### config.mk
export PLATFORM = sky130hd
export DESIGN_NAME = escaped_frame_time_decoder_unit
export DESIGN_NICKNAME = d
export VERILOG_FILES = /design/src/design/eftd_pkg.sv /design/src/design/eftd_front.sv /design/src/design/eftd_fifo.sv /design/src/design/eftd_back.sv /design/src/design/escaped_frame_time_decoder_unit.sv
export VERILOG_INCLUDE_DIRS = /design/src /design/src/design
export SDC_FILE = /design/constraint.sdc
export NUM_CORES = 2
export LEC_CHECK = 0
export ABC_AREA = 1
export BUFFER_PORTS_ARGS = -buffer_cell sky130_fd_sc_hd__buf_4
export CAP_MARGIN = 20
export CORE_ASPECT_RATIO = 0.9
export CORE_MARGIN = 1.5
export CORE_UTILIZATION = 32
export CTS_CLUSTER_SIZE = 30
export DETAILED_ROUTE_END_ITERATION = 7
export GPL_ROUTABILITY_DRIVEN = 1
export SLEW_MARGIN = 20
export SYNTH_ARGS = -nofsm -noshare
export SYNTH_HDL_FRONTEND = slang
export SYNTH_SLANG_ARGS = --single-unit
### constraint.sdc
create_clock -name clk -period 9.64 [get_ports clk]
set_input_delay 1.928 -clock clk [delete_from_list [all_inputs] [get_ports clk]]
set_output_delay 1.928 -clock clk [all_outputs]
set_load 0.005 [all_outputs]
### src/design/escaped_frame_time_decoder_unit_macros.svh
// Assertion macros used by the decoder top module.
`ifndef ESCAPED_FRAME_TIME_DECODER_UNIT_MACROS_SVH
`define ESCAPED_FRAME_TIME_DECODER_UNIT_MACROS_SVH

// Implication in the same cycle.
`define EFTD_ASSERT_IMP(label, clk, rst_n, ante, cons) \
	label: assert property (@(posedge clk) disable iff (!rst_n) (ante) |-> (cons)) \
		else $error("%m: check failed");

// Implication checked in the next cycle.
`define EFTD_ASSERT_NEXT(label, clk, rst_n, ante, cons) \
	label: assert property (@(posedge clk) disable iff (!rst_n) (ante) |=> (cons)) \
		else $error("%m: check failed");

`endif

### src/design/eftd_pkg.sv
package eftd_pkg;

	typedef struct packed {
		logic [7:0] start_marker;
		logic [7:0] end_marker;
		logic [7:0] escape_byte;
		logic [7:0] hello_code;
		logic [7:0] time_code;
	} cfg_t;

	localparam logic [2:0] CFG_START  = 3'd0;
	localparam logic [2:0] CFG_END    = 3'd1;
	localparam logic [2:0] CFG_ESCAPE = 3'd2;
	localparam logic [2:0] CFG_HELLO  = 3'd3;
	localparam logic [2:0] CFG_TIME   = 3'd4;

	localparam logic [7:0] START_RESET  = 8'd255;
	localparam logic [7:0] END_RESET    = 8'd254;
	localparam logic [7:0] ESCAPE_RESET = 8'd253;
	localparam logic [7:0] HELLO_RESET  = 8'd0;
	localparam logic [7:0] TIME_RESET   = 8'd1;

	localparam logic [2:0] REP_HELLO   = 3'd0;
	localparam logic [2:0] REP_TIME    = 3'd1;
	localparam logic [2:0] REP_BADLEN  = 3'd2;
	localparam logic [2:0] REP_UNKNOWN = 3'd3;
	localparam logic [2:0] REP_BROKEN  = 3'd4;

	localparam logic [7:0]  LEN_OFFSET  = 8'd2;
	localparam logic [7:0]  TIME_LEN    = 8'd6;
	localparam logic [31:0] ROUND_LIMIT = 32'd6000;
	localparam logic [31:0] ROUND_ADD   = 32'd99;
	localparam logic [12:0] HUND_PER_MIN = 13'd6000;
	localparam logic [12:0] HUND_PER_SEC = 13'd100;
	// ceil(2^45 / 6000) and ceil(2^22 / 100)
	localparam logic [32:0] RECIP_MIN = 33'd5864062015;
	localparam logic [15:0] RECIP_SEC = 16'd41944;

	typedef struct packed {
		logic [2:0]  report;
		logic [31:0] count;
	} rec_t;

endpackage

### src/design/eftd_front.sv
module eftd_front (
	input  logic           clk,
	input  logic           arst_n,
	input  eftd_pkg::cfg_t cfg,
	input  logic           in_valid,
	input  logic [7:0]     rx_byte,
	input  logic           q_full,
	output logic           in_stall,
	output logic           push,
	output eftd_pkg::rec_t rec
);
	import eftd_pkg::*;

	logic        in_frame_q;
	logic        esc_q;
	logic [2:0]  cnt_q;
	logic [7:0]  len_q;
	logic [7:0]  cmd_q;
	logic [31:0] acc_q;
	logic        take;
	logic        is_start;
	logic        is_end;
	logic        is_esc;
	logic        dec_en;
	logic [7:0]  dec_byte;

	assign in_stall = q_full;
	assign take     = in_valid && !q_full;
	assign is_start = !in_frame_q && (rx_byte == cfg.start_marker);
	assign is_end   = in_frame_q && !esc_q && (rx_byte == cfg.end_marker);
	assign is_esc   = in_frame_q && !esc_q && !is_end && (rx_byte == cfg.escape_byte);
	assign dec_en   = in_frame_q && (esc_q || (!is_end && !is_esc));
	assign dec_byte = esc_q ? 8'(cfg.escape_byte + rx_byte) : rx_byte;
	assign push     = take && is_end;

	always_comb begin
		rec.count = acc_q;
		if (cnt_q < 3'd2) begin
			rec.report = REP_BROKEN;
		end else if (cmd_q == cfg.hello_code) begin
			rec.report = REP_HELLO;
		end else if (cmd_q == cfg.time_code) begin
			if (len_q != TIME_LEN) begin
				rec.report = REP_BADLEN;
			end else if (cnt_q < 3'd6) begin
				rec.report = REP_BROKEN;
			end else begin
				rec.report = REP_TIME;
			end
		end else begin
			rec.report = REP_UNKNOWN;
		end
	end

	always_ff @(posedge clk or negedge arst_n) begin
		if (!arst_n) begin
			in_frame_q <= 1'b0;
			esc_q      <= 1'b0;
			cnt_q      <= 3'd0;
			len_q      <= 8'd0;
			cmd_q      <= 8'd0;
			acc_q      <= 32'd0;
		end else if (take) begin
			if (is_start) begin
				in_frame_q <= 1'b1;
				esc_q      <= 1'b0;
				cnt_q      <= 3'd0;
				len_q      <= 8'd0;
				cmd_q      <= 8'd0;
				acc_q      <= 32'd0;
			end else if (is_end) begin
				in_frame_q <= 1'b0;
				esc_q      <= 1'b0;
			end else if (is_esc) begin
				esc_q <= 1'b1;
			end else if (dec_en) begin
				esc_q <= 1'b0;
				case (cnt_q)
					3'd0: len_q <= 8'(dec_byte - LEN_OFFSET);
					3'd1: cmd_q <= dec_byte;
					3'd2: acc_q[7:0]   <= acc_q[7:0] | dec_byte;
					3'd3: acc_q[15:8]  <= acc_q[15:8] | dec_byte;
					3'd4: acc_q[23:16] <= acc_q[23:16] | dec_byte;
					3'd5: acc_q[31:24] <= acc_q[31:24] | dec_byte;
					default: ;
				endcase
				if (cnt_q != 3'd7) begin
					cnt_q <= 3'(cnt_q + 3'd1);
				end
			end
		end
	end

endmodule

### src/design/eftd_fifo.sv
module eftd_fifo #(
	parameter int DEPTH = 4
) (
	input  logic           clk,
	input  logic           arst_n,
	input  logic           push,
	input  eftd_pkg::rec_t din,
	output logic           full,
	input  logic           pop,
	output eftd_pkg::rec_t dout,
	output logic           empty
);
	import eftd_pkg::*;

	localparam int PW = (DEPTH > 1) ? $clog2(DEPTH) : 1;
	localparam int CW = $clog2(DEPTH + 1);
	localparam logic [PW-1:0] LAST = PW'(DEPTH - 1);
	localparam logic [CW-1:0] FULL_CNT = CW'(DEPTH);

	rec_t          mem_q [DEPTH];
	logic [PW-1:0] wr_q;
	logic [PW-1:0] rd_q;
	logic [CW-1:0] cnt_q;
	logic          do_push;
	logic          do_pop;

	assign full    = (cnt_q == FULL_CNT);
	assign empty   = (cnt_q == '0);
	assign do_push = push && !full;
	assign do_pop  = pop && !empty;
	assign dout    = mem_q[rd_q];

	always_ff @(posedge clk) begin
		if (do_push) begin
			mem_q[wr_q] <= din;
		end
	end

	always_ff @(posedge clk or negedge arst_n) begin
		if (!arst_n) begin
			wr_q  <= '0;
			rd_q  <= '0;
			cnt_q <= '0;
		end else begin
			if (do_push) begin
				wr_q <= (wr_q == LAST) ? '0 : PW'(wr_q + 1'b1);
			end
			if (do_pop) begin
				rd_q <= (rd_q == LAST) ? '0 : PW'(rd_q + 1'b1);
			end
			case ({do_push, do_pop})
				2'b10:   cnt_q <= CW'(cnt_q + 1'b1);
				2'b01:   cnt_q <= CW'(cnt_q - 1'b1);
				default: cnt_q <= cnt_q;
			endcase
		end
	end

endmodule

### src/design/eftd_back.sv
module eftd_back (
	input  logic           clk,
	input  logic           arst_n,
	input  logic           q_empty,
	input  eftd_pkg::rec_t q_data,
	output logic           pop,
	output logic           out_valid,
	input  logic           out_stall,
	output logic [2:0]     report,
	output logic [19:0]    minutes,
	output logic [5:0]     seconds,
	output logic [6:0]     hundredths,
	output logic           show_minutes
);
	import eftd_pkg::*;

	logic        adv;
	logic        v_s1, v_s2, v_s3, v_s4, v_s5;
	logic [2:0]  rep_s1, rep_s2, rep_s3, rep_s4, rep_s5;
	logic [31:0] t_s1, t_s2, t_s3;
	logic [48:0] ph_s2, pl_s2;
	logic [19:0] m_s3, m_s4, m_s5;
	logic [12:0] rem_s4, rem_s5;
	logic [5:0]  sec_s5;
	logic [31:0] t_in;
	logic [64:0] sum_min;
	logic [32:0] mul_min;
	logic [28:0] mul_sec;
	logic [12:0] mul_cent;
	logic        out_valid_q;
	logic [2:0]  report_q;
	logic [19:0] minutes_q;
	logic [5:0]  seconds_q;
	logic [6:0]  hundredths_q;
	logic        show_q;

	assign adv  = !out_valid_q || !out_stall;
	assign pop  = adv && !q_empty;
	assign t_in = (q_data.count > ROUND_LIMIT) ? 32'(q_data.count + ROUND_ADD) : q_data.count;

	assign sum_min  = {ph_s2, 16'd0} + {16'd0, pl_s2};
	assign mul_min  = 33'(m_s3) * 33'(HUND_PER_MIN);
	assign mul_sec  = 29'(rem_s4) * 29'(RECIP_SEC);
	assign mul_cent = 13'(sec_s5) * HUND_PER_SEC;

	always_ff @(posedge clk or negedge arst_n) begin
		if (!arst_n) begin
			v_s1        <= 1'b0;
			v_s2        <= 1'b0;
			v_s3        <= 1'b0;
			v_s4        <= 1'b0;
			v_s5        <= 1'b0;
			out_valid_q <= 1'b0;
		end else if (adv) begin
			v_s1        <= !q_empty;
			v_s2        <= v_s1;
			v_s3        <= v_s2;
			v_s4        <= v_s3;
			v_s5        <= v_s4;
			out_valid_q <= v_s5;
		end
	end

	always_ff @(posedge clk) begin
		if (adv) begin
			rep_s1 <= q_data.report;
			t_s1   <= t_in;

			rep_s2 <= rep_s1;
			t_s2   <= t_s1;
			ph_s2  <= 49'(t_s1[31:16]) * 49'(RECIP_MIN);
			pl_s2  <= 49'(t_s1[15:0]) * 49'(RECIP_MIN);

			rep_s3 <= rep_s2;
			t_s3   <= t_s2;
			m_s3   <= sum_min[64:45];

			rep_s4 <= rep_s3;
			m_s4   <= m_s3;
			rem_s4 <= 13'(t_s3 - mul_min[31:0]);

			rep_s5 <= rep_s4;
			m_s5   <= m_s4;
			rem_s5 <= rem_s4;
			sec_s5 <= mul_sec[27:22];

			report_q <= rep_s5;
			if (rep_s5 == REP_TIME) begin
				minutes_q    <= m_s5;
				seconds_q    <= sec_s5;
				hundredths_q <= 7'(rem_s5 - mul_cent);
				show_q       <= (m_s5 != 20'd0);
			end else begin
				minutes_q    <= 20'd0;
				seconds_q    <= 6'd0;
				hundredths_q <= 7'd0;
				show_q       <= 1'b0;
			end
		end
	end

	assign out_valid    = out_valid_q;
	assign report       = report_q;
	assign minutes      = minutes_q;
	assign seconds      = seconds_q;
	assign hundredths   = hundredths_q;
	assign show_minutes = show_q;

endmodule

### src/design/escaped_frame_time_decoder_unit.sv
// Escaped frame time decoder.
// Input channel: one raw byte per item on rx_byte, in_valid/in_stall.
// Output channel: one result item per closed frame on report, minutes,
// seconds, hundredths, show_minutes, with out_valid/out_stall.
// Config channel: cfg_valid/cfg_ready with cfg_index (0 start marker,
// 1 end marker, 2 escape byte, 3 hello code, 4 time code) and cfg_data;
// cfg_ready is always high, unknown indexes are ignored.
// Throughput: one byte per cycle through the frame tracker while in_stall is low.
// After its end marker is taken, a result passes the queue slot, then the
// arithmetic stages s1 to s5 and the output register of the reporter.
// A queue of QUEUE_DEPTH frame records sits between tracker and reporter.
// When out_stall and out_valid are both high the reporter pipeline holds;
// the tracker keeps taking bytes until the queue fills, then raises in_stall.
// Reset: out of frame, queue and pipeline empty, registers at their
// default values (255, 254, 253, 0, 1).
module escaped_frame_time_decoder_unit #(
	parameter int QUEUE_DEPTH = 4
) (
	input  logic        clk,
	input  logic        arst_n,
	input  logic        cfg_valid,
	output logic        cfg_ready,
	input  logic [2:0]  cfg_index,
	input  logic [7:0]  cfg_data,
	input  logic        in_valid,
	output logic        in_stall,
	input  logic [7:0]  rx_byte,
	output logic        out_valid,
	input  logic        out_stall,
	output logic [2:0]  report,
	output logic [19:0] minutes,
	output logic [5:0]  seconds,
	output logic [6:0]  hundredths,
	output logic        show_minutes
);
	import eftd_pkg::*;

	`include "escaped_frame_time_decoder_unit_macros.svh"

	cfg_t cfg_q;
	logic q_full;
	logic q_empty;
	logic push;
	logic pop;
	rec_t rec_in;
	rec_t rec_out;

	assign cfg_ready = 1'b1;

	always_ff @(posedge clk or negedge arst_n) begin
		if (!arst_n) begin
			cfg_q.start_marker <= START_RESET;
			cfg_q.end_marker   <= END_RESET;
			cfg_q.escape_byte  <= ESCAPE_RESET;
			cfg_q.hello_code   <= HELLO_RESET;
			cfg_q.time_code    <= TIME_RESET;
		end else if (cfg_valid && cfg_ready) begin
			case (cfg_index)
				CFG_START:  cfg_q.start_marker <= cfg_data;
				CFG_END:    cfg_q.end_marker   <= cfg_data;
				CFG_ESCAPE: cfg_q.escape_byte  <= cfg_data;
				CFG_HELLO:  cfg_q.hello_code   <= cfg_data;
				CFG_TIME:   cfg_q.time_code    <= cfg_data;
				default: ;
			endcase
		end
	end

	eftd_front u_front (
		.clk      (clk),
		.arst_n   (arst_n),
		.cfg      (cfg_q),
		.in_valid (in_valid),
		.rx_byte  (rx_byte),
		.q_full   (q_full),
		.in_stall (in_stall),
		.push     (push),
		.rec      (rec_in)
	);

	eftd_fifo #(
		.DEPTH (QUEUE_DEPTH)
	) u_fifo (
		.clk    (clk),
		.arst_n (arst_n),
		.push   (push),
		.din    (rec_in),
		.full   (q_full),
		.pop    (pop),
		.dout   (rec_out),
		.empty  (q_empty)
	);

	eftd_back u_back (
		.clk          (clk),
		.arst_n       (arst_n),
		.q_empty      (q_empty),
		.q_data       (rec_out),
		.pop          (pop),
		.out_valid    (out_valid),
		.out_stall    (out_stall),
		.report       (report),
		.minutes      (minutes),
		.seconds      (seconds),
		.hundredths   (hundredths),
		.show_minutes (show_minutes)
	);

	`EFTD_ASSERT_IMP(a_non_time_zero, clk, arst_n, out_valid && (report != REP_TIME), (minutes == 20'd0) && (seconds == 6'd0) && (hundredths == 7'd0) && !show_minutes)
	`EFTD_ASSERT_IMP(a_time_range, clk, arst_n, out_valid && (report == REP_TIME), (seconds < 6'd60) && (hundredths < 7'd100))
	`EFTD_ASSERT_IMP(a_show_match, clk, arst_n, out_valid, show_minutes == (minutes != 20'd0))
	`EFTD_ASSERT_IMP(a_no_push_full, clk, arst_n, push, !q_full)

endmodule

**Yosys cells after proc, flatten, opt, wreduce, memory -nomap -nowiden**

Memory sizes are Yosys's and may differ from the RTL's.
Index checks and enable logic that the tools add are counted.

- Add/sub/neg operators: 11
- Multipliers: 5
- Magnitude comparators: 3
- Eq/ne operators: 24
- Mux-type cells: 41
- Bitwise logic cells: 4
- Reduce and logical (&&, ||, !) cells: 51

Operators by type and width:

| kind | number |
|---|---|
| two-way mux 32 bit | 5 |
| two-way mux 8 bit | 15 |
| multiplier 16 x 33 -> 49 bit, second input constant | 2 |
| adder 65 x 49 -> 65 bit | 1 |
| == test 8 bit | 5 |
| AND reduction 5 bit | 7 |
| adder 32 x 7 -> 32 bit, second input constant | 1 |
| greater-than comparator 32 x 13 -> 1 bit, second input constant | 1 |
| OR 8 bit | 4 |
| two-way mux 3 bit | 10 |
| multiplier 13 x 13 -> 25 bit, second input constant | 1 |
| multiplier 20 x 9 -> 9 bit, second input constant | 1 |
| nonzero test 2 bit | 10 |
| nonzero test 20 bit | 1 |
| AND reduction 2 bit | 7 |
| subtractor 13 bit | 1 |
| == test 3 x 2 -> 1 bit, second input constant | 4 |
| == test 3 bit, second input constant | 4 |
| logical AND 1 bit | 12 |
| == test 3 x 1 -> 1 bit, second input constant | 3 |
| logical NOT 3 bit | 3 |
| adder 8 bit | 1 |
| logical NOT 1 bit | 8 |
| two-way mux 1 bit | 8 |
| other kinds (17) | 24 |

- Flip-flop bits (word level): 400
- RAM bits: 140
- Bits of input ports: 24
- Output and inout port bits: 40
- Word-level logic and storage cells: 184
- Memories kept: 1

Memory list:

| memory | words | bits a word | rd ports | clocked after Yosys merged registers in | wr ports | RTL line | RTL |
|---|---|---|---|---|---|---|---|
| u_fifo.mem_q | 4 | 35 | 1 | 0 | 1 | eftd_fifo.sv:20 | `rec_t mem_q [DEPTH];` |

**Logic depth before layout (Yosys ltp)**

- Depth in word-level cells: 14
- Gate-level depth with buffers: 25
- Depth with buffers taken out: 25

**Modules after synthesis**

From an unflattened synthesis, not the netlist that was laid out.

- Cell total of the unflattened synthesis: 5,504
- Area, all modules: 48,512.8 um^2

By module, submodules not included:

| module | times used | cells an instance | area an instance (um^2) | sequential area each (um^2) |
|---|---|---|---|---|
| eftd_back | 1 | 4,330 | 37,184.4 | 8,498.2 |
| eftd_fifo | 1 | 469 | 6,014.5 | 4,379.2 |
| eftd_front | 1 | 521 | 3,616.0 | 1,326.3 |
| escaped_frame_time_decoder_unit | 1 | 184 | 1,697.9 | 1,029.7 |

**Worst setup path after synthesis**

No wires, ideal clock.

- Path type: in2reg
- From: in out_stall
- To: reg u_back.v_s2
- Library setup time: 0.472 ns
- Data arrival time: 10.052 ns
- Data required time: 9.168 ns
- Setup slack: -0.884 ns
- Cell stages on the path: 3
- Buffers on the path: 1
- Path through: nand2_1 -> clkbuf_1 -> a21oi_1

- Longest elaborated chain between the ends: 2

RTL lines:

| what | RTL line | RTL |
|---|---|---|
| from (decl) | escaped_frame_time_decoder_unit.sv:29 | `input logic out_stall,` |
| logical NOT 1 bit | eftd_back.sv:37 | `assign adv = !out_valid_q \|\| !out_stall;` |
| logical OR 1 bit | eftd_back.sv:37 |  |
| to (signal assigned) | eftd_back.sv:56 | `v_s2 <= v_s1;` |
| to (decl) | eftd_back.sv:18 | `logic v_s1, v_s2, v_s3, v_s4, v_s5;` |

Every way passes these cells.
A chain may end at the register's enable or synchronous reset.

**Worst setup path after layout**

- From: reg u_back.t_s1[26]
- To: reg u_back.ph_s2[40], data pin

- Longest elaborated chain between the ends: 1

RTL lines:

| what | RTL line | RTL |
|---|---|---|
| from (decl) | eftd_back.sv:20 | `logic [31:0] t_s1, t_s2, t_s3;` |
| from (signal assigned) | eftd_back.sv:67 | `t_s1 <= t_in;` |
| multiplier 16 x 33 -> 49 bit | eftd_back.sv:71 | `ph_s2 <= 49'(t_s1[31:16]) * 49'(RECIP_MIN);` |
| to (signal assigned) | eftd_back.sv:71 |  |
| to (decl) | eftd_back.sv:21 | `logic [48:0] ph_s2, pl_s2;` |

Every way passes these cells.

==> impl_metrics.tcl <==
set metrics [dict create \
    area_growth_syn_to_layout_pct 9.94 \
    place_area_um2 50100 \
    tns_ns 0 \
    syn_avg_cell_area_um2 9.01 \
    dpl.hpwl_mm 103 \
    fin_crit_sh 0.657 \
    crit_arrival_ns 6.73 \
    post_cts_buffers 0 \
    fin_skew_ns 0.0347 \
    ys_seq_area_frac 0.321 \
    gp_congestion 0.954 \
    routed_wl_mm 125 \
    antenna_found_initial 5 \
    relSlewSlack 0.317 \
    drive_gt1_frac 0.0445 \
    min_period_ns 6.33 \
    cts.sinks 524 \
    clock_latency_ns 0.66 \
    rsz0062_at_grt "no" \
    io_pins 64 \
    synth-seq-cells 524 \
    wl_met1_mm 59.4 \
    viasPerCell 4.69 \
    finalInstanceArea_um2 52100 \
    post_cts_resized 0 \
    drc 0 \
    postCtsHoldBufs 0 \
    drv_cap 0 \
    hold_depth 0 \
    wl_met3_mm 6.49 \
    worstRegToRegCells 21 \
    path_buf_inv 4 \
    max_clock_freq_mhz 158 \
    final_nets 6355 \
    path_max_fanout 6 \
    dr.pass1.iters 5 \
    pre_cts_slack_ns 3.30 \
    num_vias 34500 \
    wl_met2_mm 57.3 \
    slowest_stage "fa_1" \
    fp.dieH_um 368 \
    max_stage_delay_ns 0.75 \
    diodes 0 \
    grt_max_degree 79 \
    drtIter0Drc 2351 \
    synth_area_um2 47400 \
    first_global_vias 35000 \
    syn-instance-count 5260 \
    clk_pin_slew_ns 0.07 \
    floorplan.initialDensity 0.323 \
    rows 133 \
    cts-root-buf "clkbuf_16" \
    critPathLaunchType "flop" \
    portBuffers 62 \
    core_um2 147000 \
    async_flop_share 0.202 \
    synth-edff-count 418 \
    min_path_type "reg -> reg" \
    worst-setup-path-type "reg -> reg" \
    yosys_most_used_dff "edfxtp_1" \
    highest_layer "met4" \
    drtAntennaViolNets 0 \
    wl_per_cell_um 17.0 \
    cp_cell_sequence "fa_1, fa_1, inv_1, fa_1, inv_1, fa_1, fa_1, inv_1, fa_1, inv_1, ha_1, a21oi_1, o21ai_0, nor2_1, o21ai_0, nand2_1, nand2_1, nand2_1, nand2_1, nand2_1, nand2_1" \
    dieArea_um2 150000 \
    overflow 0 \
    finalHoldViolCount 0 \
    synth_nets 6271 \
    die_w_um 409 \
    critPathRequiredTime_ns 10.04 \
    htree_levels 2 \
    n_fill_cell 14900 \
    tritoncts "done" \
    final-setup-viol-count 0 \
    post_synth_num_cell_types 50 \
    track_usage 0.167 \
    worst_pin_slew_ns 1.02 \
    endpoint_kind "flop" \
    ys_warn_count 0 \
    crit_family "adder cells" \
    grt_pass1_wl_mm 198 \
    cp.depth 21 \
    outcome "completed" \
    fin_ws_ns 3.31 \
    fin_util 0.355 \
    cts_buffers 55 \
    slew_viol_final 0 \
    cts_max_path_buffers 3 \
]
## stage by stage
| step | cells | hold slack [ns] |
|---|---|---|
| 5_1_grt | 7348 | 0.422 |
| 2_1_floorplan | 5260 | 0.400 |
| 3_3_place_gp | 7244 | 0.401 |
| 3_5_place_dp | 7244 | 0.405 |
| 6_report | 7348 | 0.418 |
| 4_1_cts | 7348 | 0.419 |
## synth_stat cells (all sizes together) (3+ instances only)
cell type / number / area (um^2)
a21boi: 9 / 67.6
a21o: 29 / 218
a21oi: 203 / 1020
a31oi: 14 / 87.6
and3: 7 / 43.8
buf: 31 / 230
clkbuf: 19 / 71.3
dfrtp: 83 / 2080
dfstp: 23 / 604
edfxtp: 418 / 12600
fa: 442 / 8850
ha: 545 / 6820
inv: 1154 / 4330
nand2: 1054 / 3970
nand3: 231 / 1160
nand3b: 6 / 45.0
nand4: 45 / 282
nor2: 421 / 1600
nor3: 51 / 260
nor4: 20 / 125
o211ai: 5 / 37.5
o21a: 8 / 60.1
o21ai: 235 / 1180
o21bai: 27 / 203
o22ai: 4 / 25.0
o311ai: 3 / 26.3
or2: 22 / 138
xnor2: 37 / 324
xor2: 102 / 893
## area by class of cell
cell class,instances,area [um^2],area share
multi-input cells,3532,27600,0.529
flip-flops and latches,524,15200,0.292
inverters,1154,4330,0.0832
well taps,1957,2450,0.0470
clock buffers,63,1430,0.0274
repair buffers,77,578,0.0111
clock inverters,41,519,0.00997
## kinds of logic after synthesis
family | count (synthesis) | share of synthesized area
other | 1 | 0.0000791
and+or+nand+nor | 1862 | 0.162
AOI/OAI and AO/OA | 543 | 0.0627
xor gates and xnor gates | 139 | 0.0257
DFF | 524 | 0.321
adders and majority gates | 987 | 0.331
buffers and inverters | 1204 | 0.0978
## registers in the layout, indices dropped and copies added, names as in the netlist, 6 cells and up
register	cells
u_back.ph_s2	49
u_front.len_q	8
u_back.m_s5	20
u_back.seconds	6
cfg_q	40
u_back.pl_s2	34
u_back.m_s4	20
u_front.acc_q	32
u_back.m_s3	20
u_back.minutes	20
u_back.t_s2	12
u_back.t_s3	13
u_fifo.mem_q	140
u_back.t_s1	32
u_back.hundredths	7
u_back.rem_s5	7
u_back.sec_s5	6
u_back.rem_s4	13
u_front.cmd_q	8
## layout by cell type (no fill, tap or decap), types with 5 or more instances in the layout
| cell type | instances |
|---|---|
| nand3_1 | 230 |
| ha_1 | 545 |
| o21a_1 | 8 |
| o21bai_1 | 27 |
| and3_1 | 7 |
| inv_6 | 9 |
| dfrtp_1 | 82 |
| nand4_1 | 45 |
| a21o_1 | 29 |
| o21ai_1 | 15 |
| inv_1 | 1146 |
| a21oi_1 | 202 |
| edfxtp_1 | 418 |
| nor2_1 | 412 |
| nor2_4 | 5 |
| inv_2 | 7 |
| clkinv_2 | 5 |
| nand2_1 | 1049 |
| a21boi_0 | 8 |
| o211ai_1 | 5 |
| xor2_1 | 102 |
| xnor2_1 | 37 |
| bufinv_16 | 8 |
| dfstp_2 | 23 |
| fa_1 | 442 |
| nand3b_1 | 6 |
| o21ai_0 | 220 |
| clkinv_1 | 7 |
| a31oi_1 | 14 |
| clkbuf_16 | 55 |
| nor3_1 | 50 |
| buf_4 | 77 |
| clkbuf_1 | 6 |
| or2_2 | 22 |
| nor4_1 | 20 |
## path summary, 6_finish.rpt
path	from	to	slack [ns]
worst max-delay path	u_back.t_s1[26]	u_back.ph_s2[40]	3.31
worst min-delay path	u_back.m_s4[0]	u_back.m_s5[0]	0.42
worst max register to register	u_back.t_s1[26]	u_back.ph_s2[40]	3.31
worst min register to register	u_back.m_s4[0]	u_back.m_s5[0]	0.42
max in group asynchronous	arst_n	u_fifo.rd_q[0]	7.06
min in group asynchronous	arst_n	cfg_q[14]	1.25
## routing by layer
metal  GRT usage  up-vias
met5           0        -
li1            -    16900
met2       0.277      763
met3      0.0203      131
met4      0.0300        0
met1       0.237    16700
## worst register-to-register path, cell delays in order (launching register included)
cell and delay (ns):
edfxtp_1 0.53, fa_1 0.75, fa_1 0.62, inv_1 0.06
fa_1 0.52, inv_1 0.07, fa_1 0.51, fa_1 0.55
inv_1 0.05, fa_1 0.52, inv_1 0.04, ha_1 0.36
a21oi_1 0.27, o21ai_0 0.24, nor2_1 0.25, o21ai_0 0.25
nand2_1 0.12, nand2_1 0.11, nand2_1 0.10, nand2_1 0.05
nand2_1 0.05, nand2_1 0.06
Power is left out: the tool's default activity adds up to more than one toggle a clock period on the data nets, which glitch-free logic cannot reach.
